`src/rtl/modexp_pkg.sv`:
```
// ----------------------------------------------------------------------------
// modexp_pkg
// widths and interface types shared by the modular exponentiation modules
// ----------------------------------------------------------------------------
`default_nettype none

package modexp_pkg;

    // bits of exponent and modulus that take part in the arithmetic
    localparam int OPERAND_WIDTH = 31;
    // fixed field widths of the ports
    localparam int BASE_W  = 32;
    localparam int FIELD_W = 31;
    localparam int RES_W   = 31;

    // bit counter of the shared unit must hold BASE_W itself
    localparam int CNT_W = $clog2(BASE_W + 1);
    // index into the exponent bits
    localparam int IDX_W = $clog2(OPERAND_WIDTH);

    // command to the shared modular multiply unit
    typedef struct packed {
        logic                     start;
        logic [BASE_W-1:0]        opx;
        logic [CNT_W-1:0]         nbits;
        logic [OPERAND_WIDTH-1:0] opy;
    } mm_cmd_t;

    // status back from the shared unit
    typedef struct packed {
        logic                     done;
        logic [OPERAND_WIDTH-1:0] result;
    } mm_stat_t;

endpackage

`default_nettype wire

```
`src/rtl/modular_exponentiation_unit.sv`:
```
// zero modulus flags an error with no arithmetic; zero base or zero exponent stop after
// the base reduction; otherwise 31 squares plus one multiply per set exponent bit
// every square and multiply runs 31 steps of the one bit-serial mulmod unit
// one item at a time: in_stall stays high from transfer until result is queued
// asynchronous active-low reset clears sequencer and output valid; no memories
// ----------------------------------------------------------------------------
// modular_exponentiation_unit
// base^exponent mod modulus by left-to-right square and multiply
// ----------------------------------------------------------------------------
`default_nettype none

module modular_exponentiation_unit (
    input  wire logic                           clk,
    input  wire logic                           rst_n,
    input  wire logic                           in_valid,
    output logic                                in_stall,
    input  wire logic [modexp_pkg::BASE_W-1:0]  base_value,
    input  wire logic [modexp_pkg::FIELD_W-1:0] exponent,
    input  wire logic [modexp_pkg::FIELD_W-1:0] modulus,
    output logic                                out_valid,
    input  wire logic                           out_stall,
    output logic [modexp_pkg::RES_W-1:0]        power_residue,
    output logic                                modulus_error
);
    import modexp_pkg::*;

    localparam int STATE_W = 3;
    localparam logic [STATE_W-1:0] S_IDLE = 3'd0;  // waiting for an input transfer
    localparam logic [STATE_W-1:0] S_RED  = 3'd1;  // base magnitude mod modulus
    localparam logic [STATE_W-1:0] S_SQ   = 3'd2;  // acc = acc * acc mod m
    localparam logic [STATE_W-1:0] S_MUL  = 3'd3;  // acc = acc * b mod m
    localparam logic [STATE_W-1:0] S_DONE = 3'd4;  // result waits for output slot

    localparam int W = OPERAND_WIDTH;

    logic [STATE_W-1:0] state_reg, state_next;
    logic               go_reg,    go_next;
    logic               out_valid_reg, out_valid_next;

    logic [BASE_W-1:0] base_reg, base_next;
    logic [W-1:0]      e_reg,    e_next;
    logic [W-1:0]      m_reg,    m_next;
    logic [W-1:0]      acc_reg,  acc_next;
    logic [W-1:0]      b_reg,    b_next;
    logic [IDX_W-1:0]  idx_reg,  idx_next;
    logic [W-1:0]      res_reg,  res_next;
    logic              err_reg,  err_next;
    logic [W-1:0]      out_res_reg, out_res_next;
    logic              out_err_reg, out_err_next;

    mm_cmd_t  mm_cmd;
    mm_stat_t mm_stat;

    logic              base_neg;
    logic [BASE_W-1:0] base_mag;
    logic [W-1:0]      base_red;
    logic              in_xfer;
    logic              out_free;

    // shared arithmetic unit, reused for the base reduction and every round
    modexp_mulmod u_mulmod (
        .clk     (clk),
        .rst_n   (rst_n),
        .cmd     (mm_cmd),
        .modulus (m_reg),
        .stat    (mm_stat)
    );

    // magnitude of the signed base; the most negative value maps onto itself
    assign base_neg = base_reg[BASE_W-1];
    assign base_mag = base_neg ? ((~base_reg) + {{(BASE_W-1){1'b0}}, 1'b1}) : base_reg;

    // negative base folds back into 0..m-1
    assign base_red = (base_neg && (mm_stat.result != '0)) ? (m_reg - mm_stat.result)
                                                            : mm_stat.result;

    assign in_xfer  = in_valid && (state_reg == S_IDLE);
    assign out_free = !out_valid_reg || !out_stall;

    // operand selection for the shared unit, started as each state is entered
    always_comb
    begin
        mm_cmd.start = go_reg;
        case (state_reg)
            S_RED:
            begin
                // mag * 1 mod m over all base bits gives mag mod m
                mm_cmd.opx   = base_mag;
                mm_cmd.nbits = CNT_W'(BASE_W);
                mm_cmd.opy   = W'(1);
            end
            S_MUL:
            begin
                mm_cmd.opx   = {acc_reg, {(BASE_W-W){1'b0}}};
                mm_cmd.nbits = CNT_W'(W);
                mm_cmd.opy   = b_reg;
            end
            default:
            begin
                mm_cmd.opx   = {acc_reg, {(BASE_W-W){1'b0}}};
                mm_cmd.nbits = CNT_W'(W);
                mm_cmd.opy   = acc_reg;
            end
        endcase
    end

    // sequencer
    always_comb
    begin
        state_next     = state_reg;
        go_next        = 1'b0;
        base_next      = base_reg;
        e_next         = e_reg;
        m_next         = m_reg;
        acc_next       = acc_reg;
        b_next         = b_reg;
        idx_next       = idx_reg;
        res_next       = res_reg;
        err_next       = err_reg;
        out_res_next   = out_res_reg;
        out_err_next   = out_err_reg;
        out_valid_next = out_valid_reg && out_stall;

        unique case (state_reg)
            S_IDLE:
            begin
                if (in_xfer)
                begin
                    base_next = base_value;
                    e_next    = exponent[W-1:0];
                    m_next    = modulus[W-1:0];
                    if (modulus[W-1:0] == '0)
                    begin
                        // zero modulus: flag and give zero
                        res_next   = '0;
                        err_next   = 1'b1;
                        state_next = S_DONE;
                    end
                    else
                    begin
                        err_next   = 1'b0;
                        state_next = S_RED;
                        go_next    = 1'b1;
                    end
                end
            end
            S_RED:
            begin
                if (mm_stat.done)
                begin
                    if (base_red == '0)
                    begin
                        // base reduces to zero: zero for any exponent
                        res_next   = '0;
                        state_next = S_DONE;
                    end
                    else if (e_reg == '0)
                    begin
                        // nonzero reduced base means m > 1, so 1 mod m is 1
                        res_next   = W'(1);
                        state_next = S_DONE;
                    end
                    else
                    begin
                        b_next     = base_red;
                        acc_next   = W'(1);
                        idx_next   = IDX_W'(W - 1);
                        state_next = S_SQ;
                        go_next    = 1'b1;
                    end
                end
            end
            S_SQ:
            begin
                if (mm_stat.done)
                begin
                    acc_next = mm_stat.result;
                    if (e_reg[idx_reg])
                    begin
                        state_next = S_MUL;
                        go_next    = 1'b1;
                    end
                    else if (idx_reg == '0)
                    begin
                        res_next   = mm_stat.result;
                        state_next = S_DONE;
                    end
                    else
                    begin
                        idx_next   = idx_reg - IDX_W'(1);
                        state_next = S_SQ;
                        go_next    = 1'b1;
                    end
                end
            end
            S_MUL:
            begin
                if (mm_stat.done)
                begin
                    acc_next = mm_stat.result;
                    if (idx_reg == '0)
                    begin
                        res_next   = mm_stat.result;
                        state_next = S_DONE;
                    end
                    else
                    begin
                        idx_next   = idx_reg - IDX_W'(1);
                        state_next = S_SQ;
                        go_next    = 1'b1;
                    end
                end
            end
            S_DONE:
            begin
                // output register takes the result once its slot is empty or draining
                if (out_free)
                begin
                    out_valid_next = 1'b1;
                    out_res_next   = res_reg;
                    out_err_next   = err_reg;
                    state_next     = S_IDLE;
                end
            end
            default:
            begin
                state_next = S_IDLE;
            end
        endcase
    end

    always_ff @(posedge clk or negedge rst_n)
    begin
        if (!rst_n)
        begin
            state_reg     <= S_IDLE;
            go_reg        <= 1'b0;
            out_valid_reg <= 1'b0;
            idx_reg       <= '0;
        end
        else
        begin
            state_reg     <= state_next;
            go_reg        <= go_next;
            out_valid_reg <= out_valid_next;
            idx_reg       <= idx_next;
        end
    end

    always_ff @(posedge clk)
    begin
        base_reg    <= base_next;
        e_reg       <= e_next;
        m_reg       <= m_next;
        acc_reg     <= acc_next;
        b_reg       <= b_next;
        res_reg     <= res_next;
        err_reg     <= err_next;
        out_res_reg <= out_res_next;
        out_err_reg <= out_err_next;
    end

    assign in_stall      = (state_reg != S_IDLE);
    assign out_valid     = out_valid_reg;
    assign power_residue = RES_W'(out_res_reg);
    assign modulus_error = out_err_reg;

endmodule

`default_nettype wire

```
`src/rtl/modexp_mulmod.sv`:
```
// ----------------------------------------------------------------------------
// modexp_mulmod
// bit-serial interleaved modular multiply: opx * opy mod modulus, msb first
// ----------------------------------------------------------------------------
`default_nettype none

module modexp_mulmod (
    input  wire logic                                 clk,
    input  wire logic                                 rst_n,
    input  wire modexp_pkg::mm_cmd_t                  cmd,
    input  wire logic [modexp_pkg::OPERAND_WIDTH-1:0] modulus,
    output modexp_pkg::mm_stat_t                      stat
);
    import modexp_pkg::*;

    localparam int TW = OPERAND_WIDTH + 2;

    logic                     busy_reg, busy_next;
    logic                     done_reg, done_next;
    logic [CNT_W-1:0]         cnt_reg,  cnt_next;
    logic [BASE_W-1:0]        x_reg,    x_next;
    logic [OPERAND_WIDTH-1:0] r_reg,    r_next;
    logic [OPERAND_WIDTH-1:0] y_reg,    y_next;
    logic [OPERAND_WIDTH-1:0] m_reg,    m_next;

    logic [TW-1:0] addend;
    logic [TW-1:0] sum;
    logic [TW-1:0] m_one;
    logic [TW-1:0] m_two;
    logic [TW-1:0] reduced;

    // r < m and addend <= m, so the sum stays below 3m: subtracting 2m or m brings it below m
    always_comb
    begin
        addend  = x_reg[BASE_W-1] ? {2'b00, y_reg} : '0;
        sum     = {1'b0, r_reg, 1'b0} + addend;
        m_one   = {2'b00, m_reg};
        m_two   = {1'b0, m_reg, 1'b0};
        if (sum >= m_two)
        begin
            reduced = sum - m_two;
        end
        else if (sum >= m_one)
        begin
            reduced = sum - m_one;
        end
        else
        begin
            reduced = sum;
        end
    end

    always_comb
    begin
        busy_next = busy_reg;
        done_next = 1'b0;
        cnt_next  = cnt_reg;
        x_next    = x_reg;
        r_next    = r_reg;
        y_next    = y_reg;
        m_next    = m_reg;
        if (cmd.start)
        begin
            busy_next = 1'b1;
            cnt_next  = cmd.nbits;
            x_next    = cmd.opx;
            r_next    = '0;
            y_next    = cmd.opy;
            m_next    = modulus;
        end
        else if (busy_reg)
        begin
            r_next   = reduced[OPERAND_WIDTH-1:0];
            x_next   = {x_reg[BASE_W-2:0], 1'b0};
            cnt_next = cnt_reg - CNT_W'(1);
            if (cnt_reg == CNT_W'(1))
            begin
                busy_next = 1'b0;
                done_next = 1'b1;
            end
        end
    end

    always_ff @(posedge clk or negedge rst_n)
    begin
        if (!rst_n)
        begin
            busy_reg <= 1'b0;
            done_reg <= 1'b0;
            cnt_reg  <= '0;
        end
        else
        begin
            busy_reg <= busy_next;
            done_reg <= done_next;
            cnt_reg  <= cnt_next;
        end
    end

    always_ff @(posedge clk)
    begin
        x_reg <= x_next;
        r_reg <= r_next;
        y_reg <= y_next;
        m_reg <= m_next;
    end

    assign stat.done   = done_reg;
    assign stat.result = r_reg;

endmodule

`default_nettype wire

```
`config.mk`:
```
export PLATFORM = sky130hd
export DESIGN_NAME = modular_exponentiation_unit
export DESIGN_NICKNAME = d
export VERILOG_FILES = /design/src/rtl/modexp_pkg.sv /design/src/rtl/modular_exponentiation_unit.sv /design/src/rtl/modexp_mulmod.sv
export SDC_FILE = /design/constraint.sdc
export NUM_CORES = 1
export LEC_CHECK = 0
export BUFFER_PORTS_ARGS = -buffer_cell sky130_fd_sc_hd__buf_2
export CAP_MARGIN = 30
export CELL_PAD_IN_SITES_DETAIL_PLACEMENT = 0
export CELL_PAD_IN_SITES_GLOBAL_PLACEMENT = 1
export CORE_ASPECT_RATIO = 1.2
export CORE_MARGIN = 2
export CORE_UTILIZATION = 40
export CTS_CLUSTER_SIZE = 40
export DETAILED_ROUTE_END_ITERATION = 8
export PLACE_DENSITY = 0.73
export SETUP_SLACK_MARGIN = 0.4
export SLEW_MARGIN = 20
export SYNTH_ARGS = -nofsm -noshare
export SYNTH_HDL_FRONTEND = slang
export SYNTH_HIERARCHICAL = 1
export SYNTH_SLANG_ARGS = --single-unit
```
`constraint.sdc`:
```
create_clock -name clk -period 9.3 [get_ports clk]
set_input_delay 0.465 -clock clk [delete_from_list [all_inputs] [get_ports clk]]
set_output_delay 0.465 -clock clk [all_outputs]
set_load 0.01 [all_outputs]
```
==> results.json, run 1 <==
{
  "status": "finished clean",
  "cp_max_fo": 31,
  "relSlewSlack_pct": 38.6,
  "track_usage_pct": 22.0,
  "whs_ps": 96.9,
  "hold_class": "input pin to flip-flop",
  "fillers": 5177,
  "grt_max_degree": 73,
  "async_reset_ff_share_pct": 4.96,
  "rsz0062_at_grt": "no",
  "syn_avg_cell_area_um2": 10.3,
  "cp.required_ps": 9730,
  "drt-vias-per-instance": 5.64,
  "cp-start-kind": "flip-flop",
  "maxCapViolCount": 0,
  "min_period_ps": 6300,
  "syn_to_final_growth_pct": 11.6,
  "p_leak_nw": 9.77,
  "dieArea_mm2": 0.0571,
  "setup_viol": 0,
  "yosysSeqAreaShare_pct": 47.6,
  "finalCritPeriodShare_pct": 67.7,
  "syn-instance-count": 2144,
  "first_pass_iters": 5,
  "layoutNonFillerInstCount": 2992,
  "die_w_um": 218,
  "synth_top_area_cell": "edfxtp_1",
  "utilization_pct": 45.0,
  "antenna_cells": 0,
  "drive_above_1_share_pct": 13.2,
  "synth_flop_cell": "edfxtp_1",
  "critPathSlowestCell": "edfxtp_1",
  "clock_path_buffers": 3,
  "synth_cell_type_count": 103,
  "root_buffer": "clkbuf_16",
  "place_congestion": 0.949,
  "io_buffers": 131,
  "grt_pass1_wl_mm": 96.9,
  "drt-initial-drc-count": 1415,
  "place_ws_ps": 3070,
  "syn_area_mm2": 0.0221,
  "wl_mm": 63.4,
  "slew_viol_final": 0,
  "p_per_area_mw_per_mm2": 133,
  "cts_tree": "done",
  "final.setup_skew_ps": 15.1,
  "synth_top_area_share_pct": 42.7,
  "yosysMostFrequentCell": "edfxtp_1",
  "grt_antenna_before_repair": 0,
  "worstMarginPinSlew_ps": 921,
  "finalWorstSetupSlack_ps": 3000,
  "clk_latency_ps": 540,
  "dpl.hpwl_mm": 49.2,
  "ioPinCount": 132,
  "num_vias": 16900,
  "post-place-cells": 2928,
  "crit_arrival_ps": 6730,
  "core_mm2": 0.0547,
  "end_kind": "flip-flop",
  "synth_edf_count": 314,
  "fmax_mhz": 159,
  "synth_area_leaders": "edfxtp_1, ha_1, o21ai_0",
  "final_antenna_net_count": 0,
  "grt_pass1_vias": 16600,
  "crit_type": "flip-flop to flip-flop",
  "clk_pin_slew_ps": 70,
  "ys_warn_count": 6,
  "finalHoldViolCount": 0,
  "cts.sinks": 363,
  "cpPeakStageDelay_ps": 690,
  "die_y_um": 261,
  "initial_core_util_pct": 40.3,
  "yosys-top-cells-count": "edfxtp_1, nand2_1, o21ai_0",
  "synth-seq-cells": 363,
  "ir_worst_vdd_mv": 0.153,
  "drc": 0,
  "setup_tns_ps": 0,
  "layout.nets": 2475,
  "path_common_cell": "a21oi_1",
  "cts_buffers": 36,
  "crit_chain": "and2_1 > ha_1 > fa_1 > a21oi_1 > o2111ai_1 > nand3_1 > o21ai_0 > a21oi_1 > o21bai_1 > a21oi_1 > xnor2_1 > ha_1 > and4_1 > and3_1 > and3_1 > o21bai_1 > o211ai_1 > a31oi_1 > o21a_4 > o21ai_2 > buf_4 > mux2i_1 > a2111oi_2",
  "wire_per_inst_um": 21.2,
  "synth_nets": 2372,
  "num_rows": 94,
  "grt_overflow": 0,
  "h-tree-depth": 2
}
[area by class of cell]
class | count | area, um^2 | share of cell area, %
sequential | 363 | 10500 | 42.6
clock buffer | 43 | 958 | 3.89
clock inverter | 20 | 243 | 0.986
inverter | 112 | 423 | 1.72
multi-input combinational | 1583 | 10800 | 43.8
tap | 720 | 901 | 3.66
timing repair buffer | 151 | 808 | 3.28
[layer usage]
layer  GRT usage, %  vias up  routed length (um)
li1               -     8161                   -
met1           28.7     8186               28000
met2           38.6      428               31100
met3           1.94      101                2400
met4           6.92        0                1900
met5              0        -                   0
[worst max-delay path, delay by kind of cell, from the launching register on]
family,cells,cell delay [ps]
flops,1,690
buf+inv,1,270
simple gates,5,1160
mux,1,190
compound gates,12,2600
fa+ha+maj,3,980
xor+xnor,1,260
[stage by stage]
stage	total power (W)	area (um^2)
after floorplan	0.00179	22100
after global placement	0.00181	23400
after detailed placement	0.00181	23400
after CTS	0.00331	24600
after global routing	0.00337	24600
final	0.00328	24600
[cells in the final DEF (no fill, tap or decap), drive strengths merged, types with 18 or more instances in the layout]
| cell type | instances |
|---|---|
| o21bai | 24 |
| nor2 | 150 |
| o21ai | 198 |
| edfxtp | 314 |
| xnor2 | 67 |
| o21a | 23 |
| xor2 | 64 |
| ha | 126 |
| a21oi | 125 |
| dfxtp | 31 |
| a21o | 46 |
| buf | 150 |
| or3 | 18 |
| and2 | 41 |
| o211ai | 19 |
| clkbuf | 43 |
| and3 | 19 |
| nand2 | 234 |
| mux2 | 34 |
| nand3 | 39 |
| nor4 | 23 |
| mux2i | 33 |
| inv | 114 |
| nor3 | 29 |
| nand2b | 19 |
| a211oi | 29 |
| nand4 | 34 |
| dfrtp | 18 |
[cells by family (layout without fill, tap and decap cells)]
logic type / Yosys count / count (layout) / synth area share, %
AND/OR/NAND/NOR: 658 / 658 / 14.5
XOR/XNOR: 131 / 131 / 5.20
adder cells (fa/ha/maj): 130 / 130 / 7.51
multiplexers: 76 / 76 / 4.15
flip-flops: 363 / 363 / 47.6
buffers and inverters: 198 / 326 / 3.65
AO/OA/AOI/OAI: 588 / 588 / 17.4
[where the power goes]
part           internal, W              switching, W  leakage [nW]
clock             0.000880                  0.000629         0.589
sequential         0.00175  0.0000000000000000000246          3.41
combinational    0.0000148                0.00000996          5.77
total              0.00264                  0.000639          9.77
[timing repair]
item,in CTS,in global routing
buffers inserted,0,0
hold buffers,1,0
resized for setup,0,0
hold endpoints to repair,18,0
[path summary, 6_finish.rpt]
kind / startpoint / to / slack [ps] / cells past startpoint
setup / recovery: u_mulmod/x_reg[31] / u_mulmod/r_reg[2] / 3000 / 23
hold / removal: exponent[19] / e_reg[19] / 100 / 1
setup reg to reg: u_mulmod/x_reg[31] / u_mulmod/r_reg[2] / 3000 / 23
hold reg to reg: err_reg / modulus_error / 410 / 0
max in group asynchronous: rst_n / go_reg / 8520 / 2
min in group asynchronous: rst_n / state_reg[2] / 410 / 2
No activity file was read; power rests on OpenSTA's default activity.
==> run 2, diff against run 1 <==
PLACE_DENSITY = 0.76   (was 0.73)
clock period = 5.35 ns   (was 9.3 ns; I/O delays follow)
==> results.json, run 2 (same netlist as run 1, synthesis figures left out) <==
{
  "finalHoldViolCount": 0,
  "crit_type": "flip-flop to flip-flop",
  "place_congestion": 0.945,
  "cp.required_ps": 5790,
  "seq_power_share_pct": 53.3,
  "p_leak_nw": 10.9,
  "r2r_slack_ps": 360,
  "p_sw_share_pct": 20.4,
  "crit_chain": "buf_6 > and2_4 > ha_4 > fa_2 > a21oi_4 > o2111ai_4 > nand3_2 > buf_6 > buf_4 > nor3_4 > buf_4 > o21ai_4 > nand2_2 > xnor2_4 > ha_1 > nand4_1 > nor4_4 > nand4_1 > a21oi_2 > a211oi_2 > o211a_1 > and2_4 > buf_12 > a2111oi_4",
  "p_comb_share_pct": 1.7,
  "io_buffers": 131,
  "layout.nets": 2699,
  "clock_path_buffers": 3,
  "end_kind": "flip-flop",
  "r2r_start": "u_mulmod/x_reg[31]",
  "worstMarginPinSlew_ps": 828,
  "rsz0062_at_grt": "yes",
  "intPower_w": 0.00455,
  "setup_viol": 0,
  "num_rows": 94,
  "grt_antenna_before_repair": 0,
  "grt_pass1_vias": 17900,
  "grt_max_degree": 69,
  "pwr-share-clk_pct": 45.0,
  "p_sw_w": 0.00116,
  "first_pass_iters": 5,
  "maxCapViolCount": 0,
  "fmax_mhz": 201,
  "antenna_cells": 0,
  "hold_class": "input pin to async pin",
  "cts_buffers": 37,
  "critPathSlowestCell": "edfxtp_1",
  "rr_worst_depth": 24,
  "syn_to_final_growth_pct": 23.7,
  "track_usage_pct": 23.6,
  "cts_tree": "done",
  "clk_latency_ps": 540,
  "stdcell_area_mm2": 0.0273,
  "ioPinCount": 132,
  "cts.sinks": 363,
  "core_mm2": 0.0547,
  "finalCritPeriodShare_pct": 93.2,
  "crit_arrival_ps": 5430,
  "status": "finished clean",
  "wire_per_inst_um": 21.3,
  "final_cell_mix": "edfxtp_1, nand2_1, o21ai_0",
  "initial_core_util_pct": 40.3,
  "dpl.hpwl_mm": 52.2,
  "drive_above_1_share_pct": 20.9,
  "cpPeakStageDelay_ps": 400,
  "post_dp_cell_area_mm2": 0.0242,
  "cp-start-kind": "flip-flop",
  "cp_max_fo": 10,
  "die_y_um": 261,
  "fillers": 4863,
  "min_period_ps": 4990,
  "slew_viol_final": 0,
  "ir_worst_vdd_mv": 0.308,
  "rr_endpoint": "u_mulmod/r_reg[2]",
  "dieArea_mm2": 0.0571,
  "finalPower_w": 0.00571,
  "clk_pin_slew_ps": 60,
  "final_common_cell": "edfxtp_1",
  "h-tree-depth": 2,
  "drt-initial-drc-count": 1204,
  "wl_mm": 68.5,
  "num_vias": 17900,
  "relSlewSlack_pct": 44.4,
  "drc": 0,
  "grt_pass1_wl_mm": 103,
  "die_w_um": 218,
  "drt-vias-per-instance": 5.57,
  "final_antenna_net_count": 0,
  "p_per_area_mw_per_mm2": 209,
  "root_buffer": "clkbuf_16",
  "final.setup_skew_ps": 15.0,
  "grt_overflow": 0
}
## run 2: cell types whose count changed in the layout (fill, tap and decap cells not counted), sizes merged
cell	change
dlygate4sd3	+95
inv	+1
clkinvlp	+7
clkinv	-1
buf	+127
bufinv	-3
## run 2: area by class of cell
class                           count  area (um^2)  share of cell area (%)
Multi-Input combinational cell   1583        11500                    42.0
Timing Repair Buffer              374         2830                    10.4
Inverter                          112          423                    1.55
Sequential cell                   363        10500                    38.5
Clock buffer                       42          987                    3.62
Clock inverter                     24          196                   0.720
Tap cell                          720          901                    3.30
## run 2: worst max-delay path: cells and delay by family (launching register included)
| family | cells | cell delay (ps) |
|---|---|---|
| XOR/XNOR | 1 | 200 |
| AO/OA/AOI/OAI | 7 | 1270 |
| flip-flops | 1 | 400 |
| adder cells (fa/ha/maj) | 3 | 920 |
| AND/OR/NAND/NOR | 8 | 1450 |
| buffers and inverters | 5 | 650 |
## run 2: worst max-delay path by stage
stage | start | to | slack [ps] | cells after the start
5_1_grt | u_mulmod/x_reg[31] | u_mulmod/r_reg[2] | 110 | 24
3_5_place_dp | u_mulmod/x_reg[31] | u_mulmod/r_reg[2] | -70 | 22
3_3_place_gp | u_mulmod/x_reg[31] | u_mulmod/r_reg[2] | 80 | 22
6_report | u_mulmod/x_reg[31] | u_mulmod/r_reg[2] | 360 | 24
2_1_floorplan | u_mulmod/x_reg[31] | u_mulmod/r_reg[2] | 400 | 22
4_1_cts | u_mulmod/x_reg[31] | u_mulmod/r_reg[2] | 350 | 24
## run 2: power by group through the flow
stage	Combinational (W)	Sequential (W)	Clock, W
floorplan	0.00000113	0.00310	0
detailed placement	0.0000422	0.00310	0
CTS	0.0000965	0.00304	0.00262
global placement	0.0000410	0.00310	0
global route	0.000107	0.00304	0.00271
finish	0.0000987	0.00304	0.00257
## run 2: repair_timing
action,CTS,global route
gates cloned,0,1
setup buffers,12,15
gates resized for setup,37,110
hold endpoints to repair,113,0
hold buffers,96,0
setup endpoints to repair,53,94
pin swaps,17,65
## run 2: per-stage QoR
step / setup TNS [ps] / utilization (%) / std cells / hold WS, ps / setup WS [ps]
detailed placement: -74.2 / 44.3 / 3028 / 237 / -74.2
global route: 0 / 49.9 / 3218 / 204 / 114
finish: 0 / 49.9 / 3218 / 191 / 363
floorplan: 0 / - / 2144 / -28.1 / 405
global placement: 0 / 44.3 / 3028 / 230 / 81.7
CTS: 0 / 48.7 / 3202 / 169 / 345
## run 2: routing by layer
| layer | wire (um) | share of wire (%) | track usage [%] |
|---|---|---|---|
| met1 | 28500 | 42 | 29.0 |
| met2 | 34600 | 50 | 43.3 |
| met3 | 2580 | 3.8 | 1.84 |
| met4 | 2870 | 4.2 | 8.31 |
| met5 | 0 | 0 | 0 |
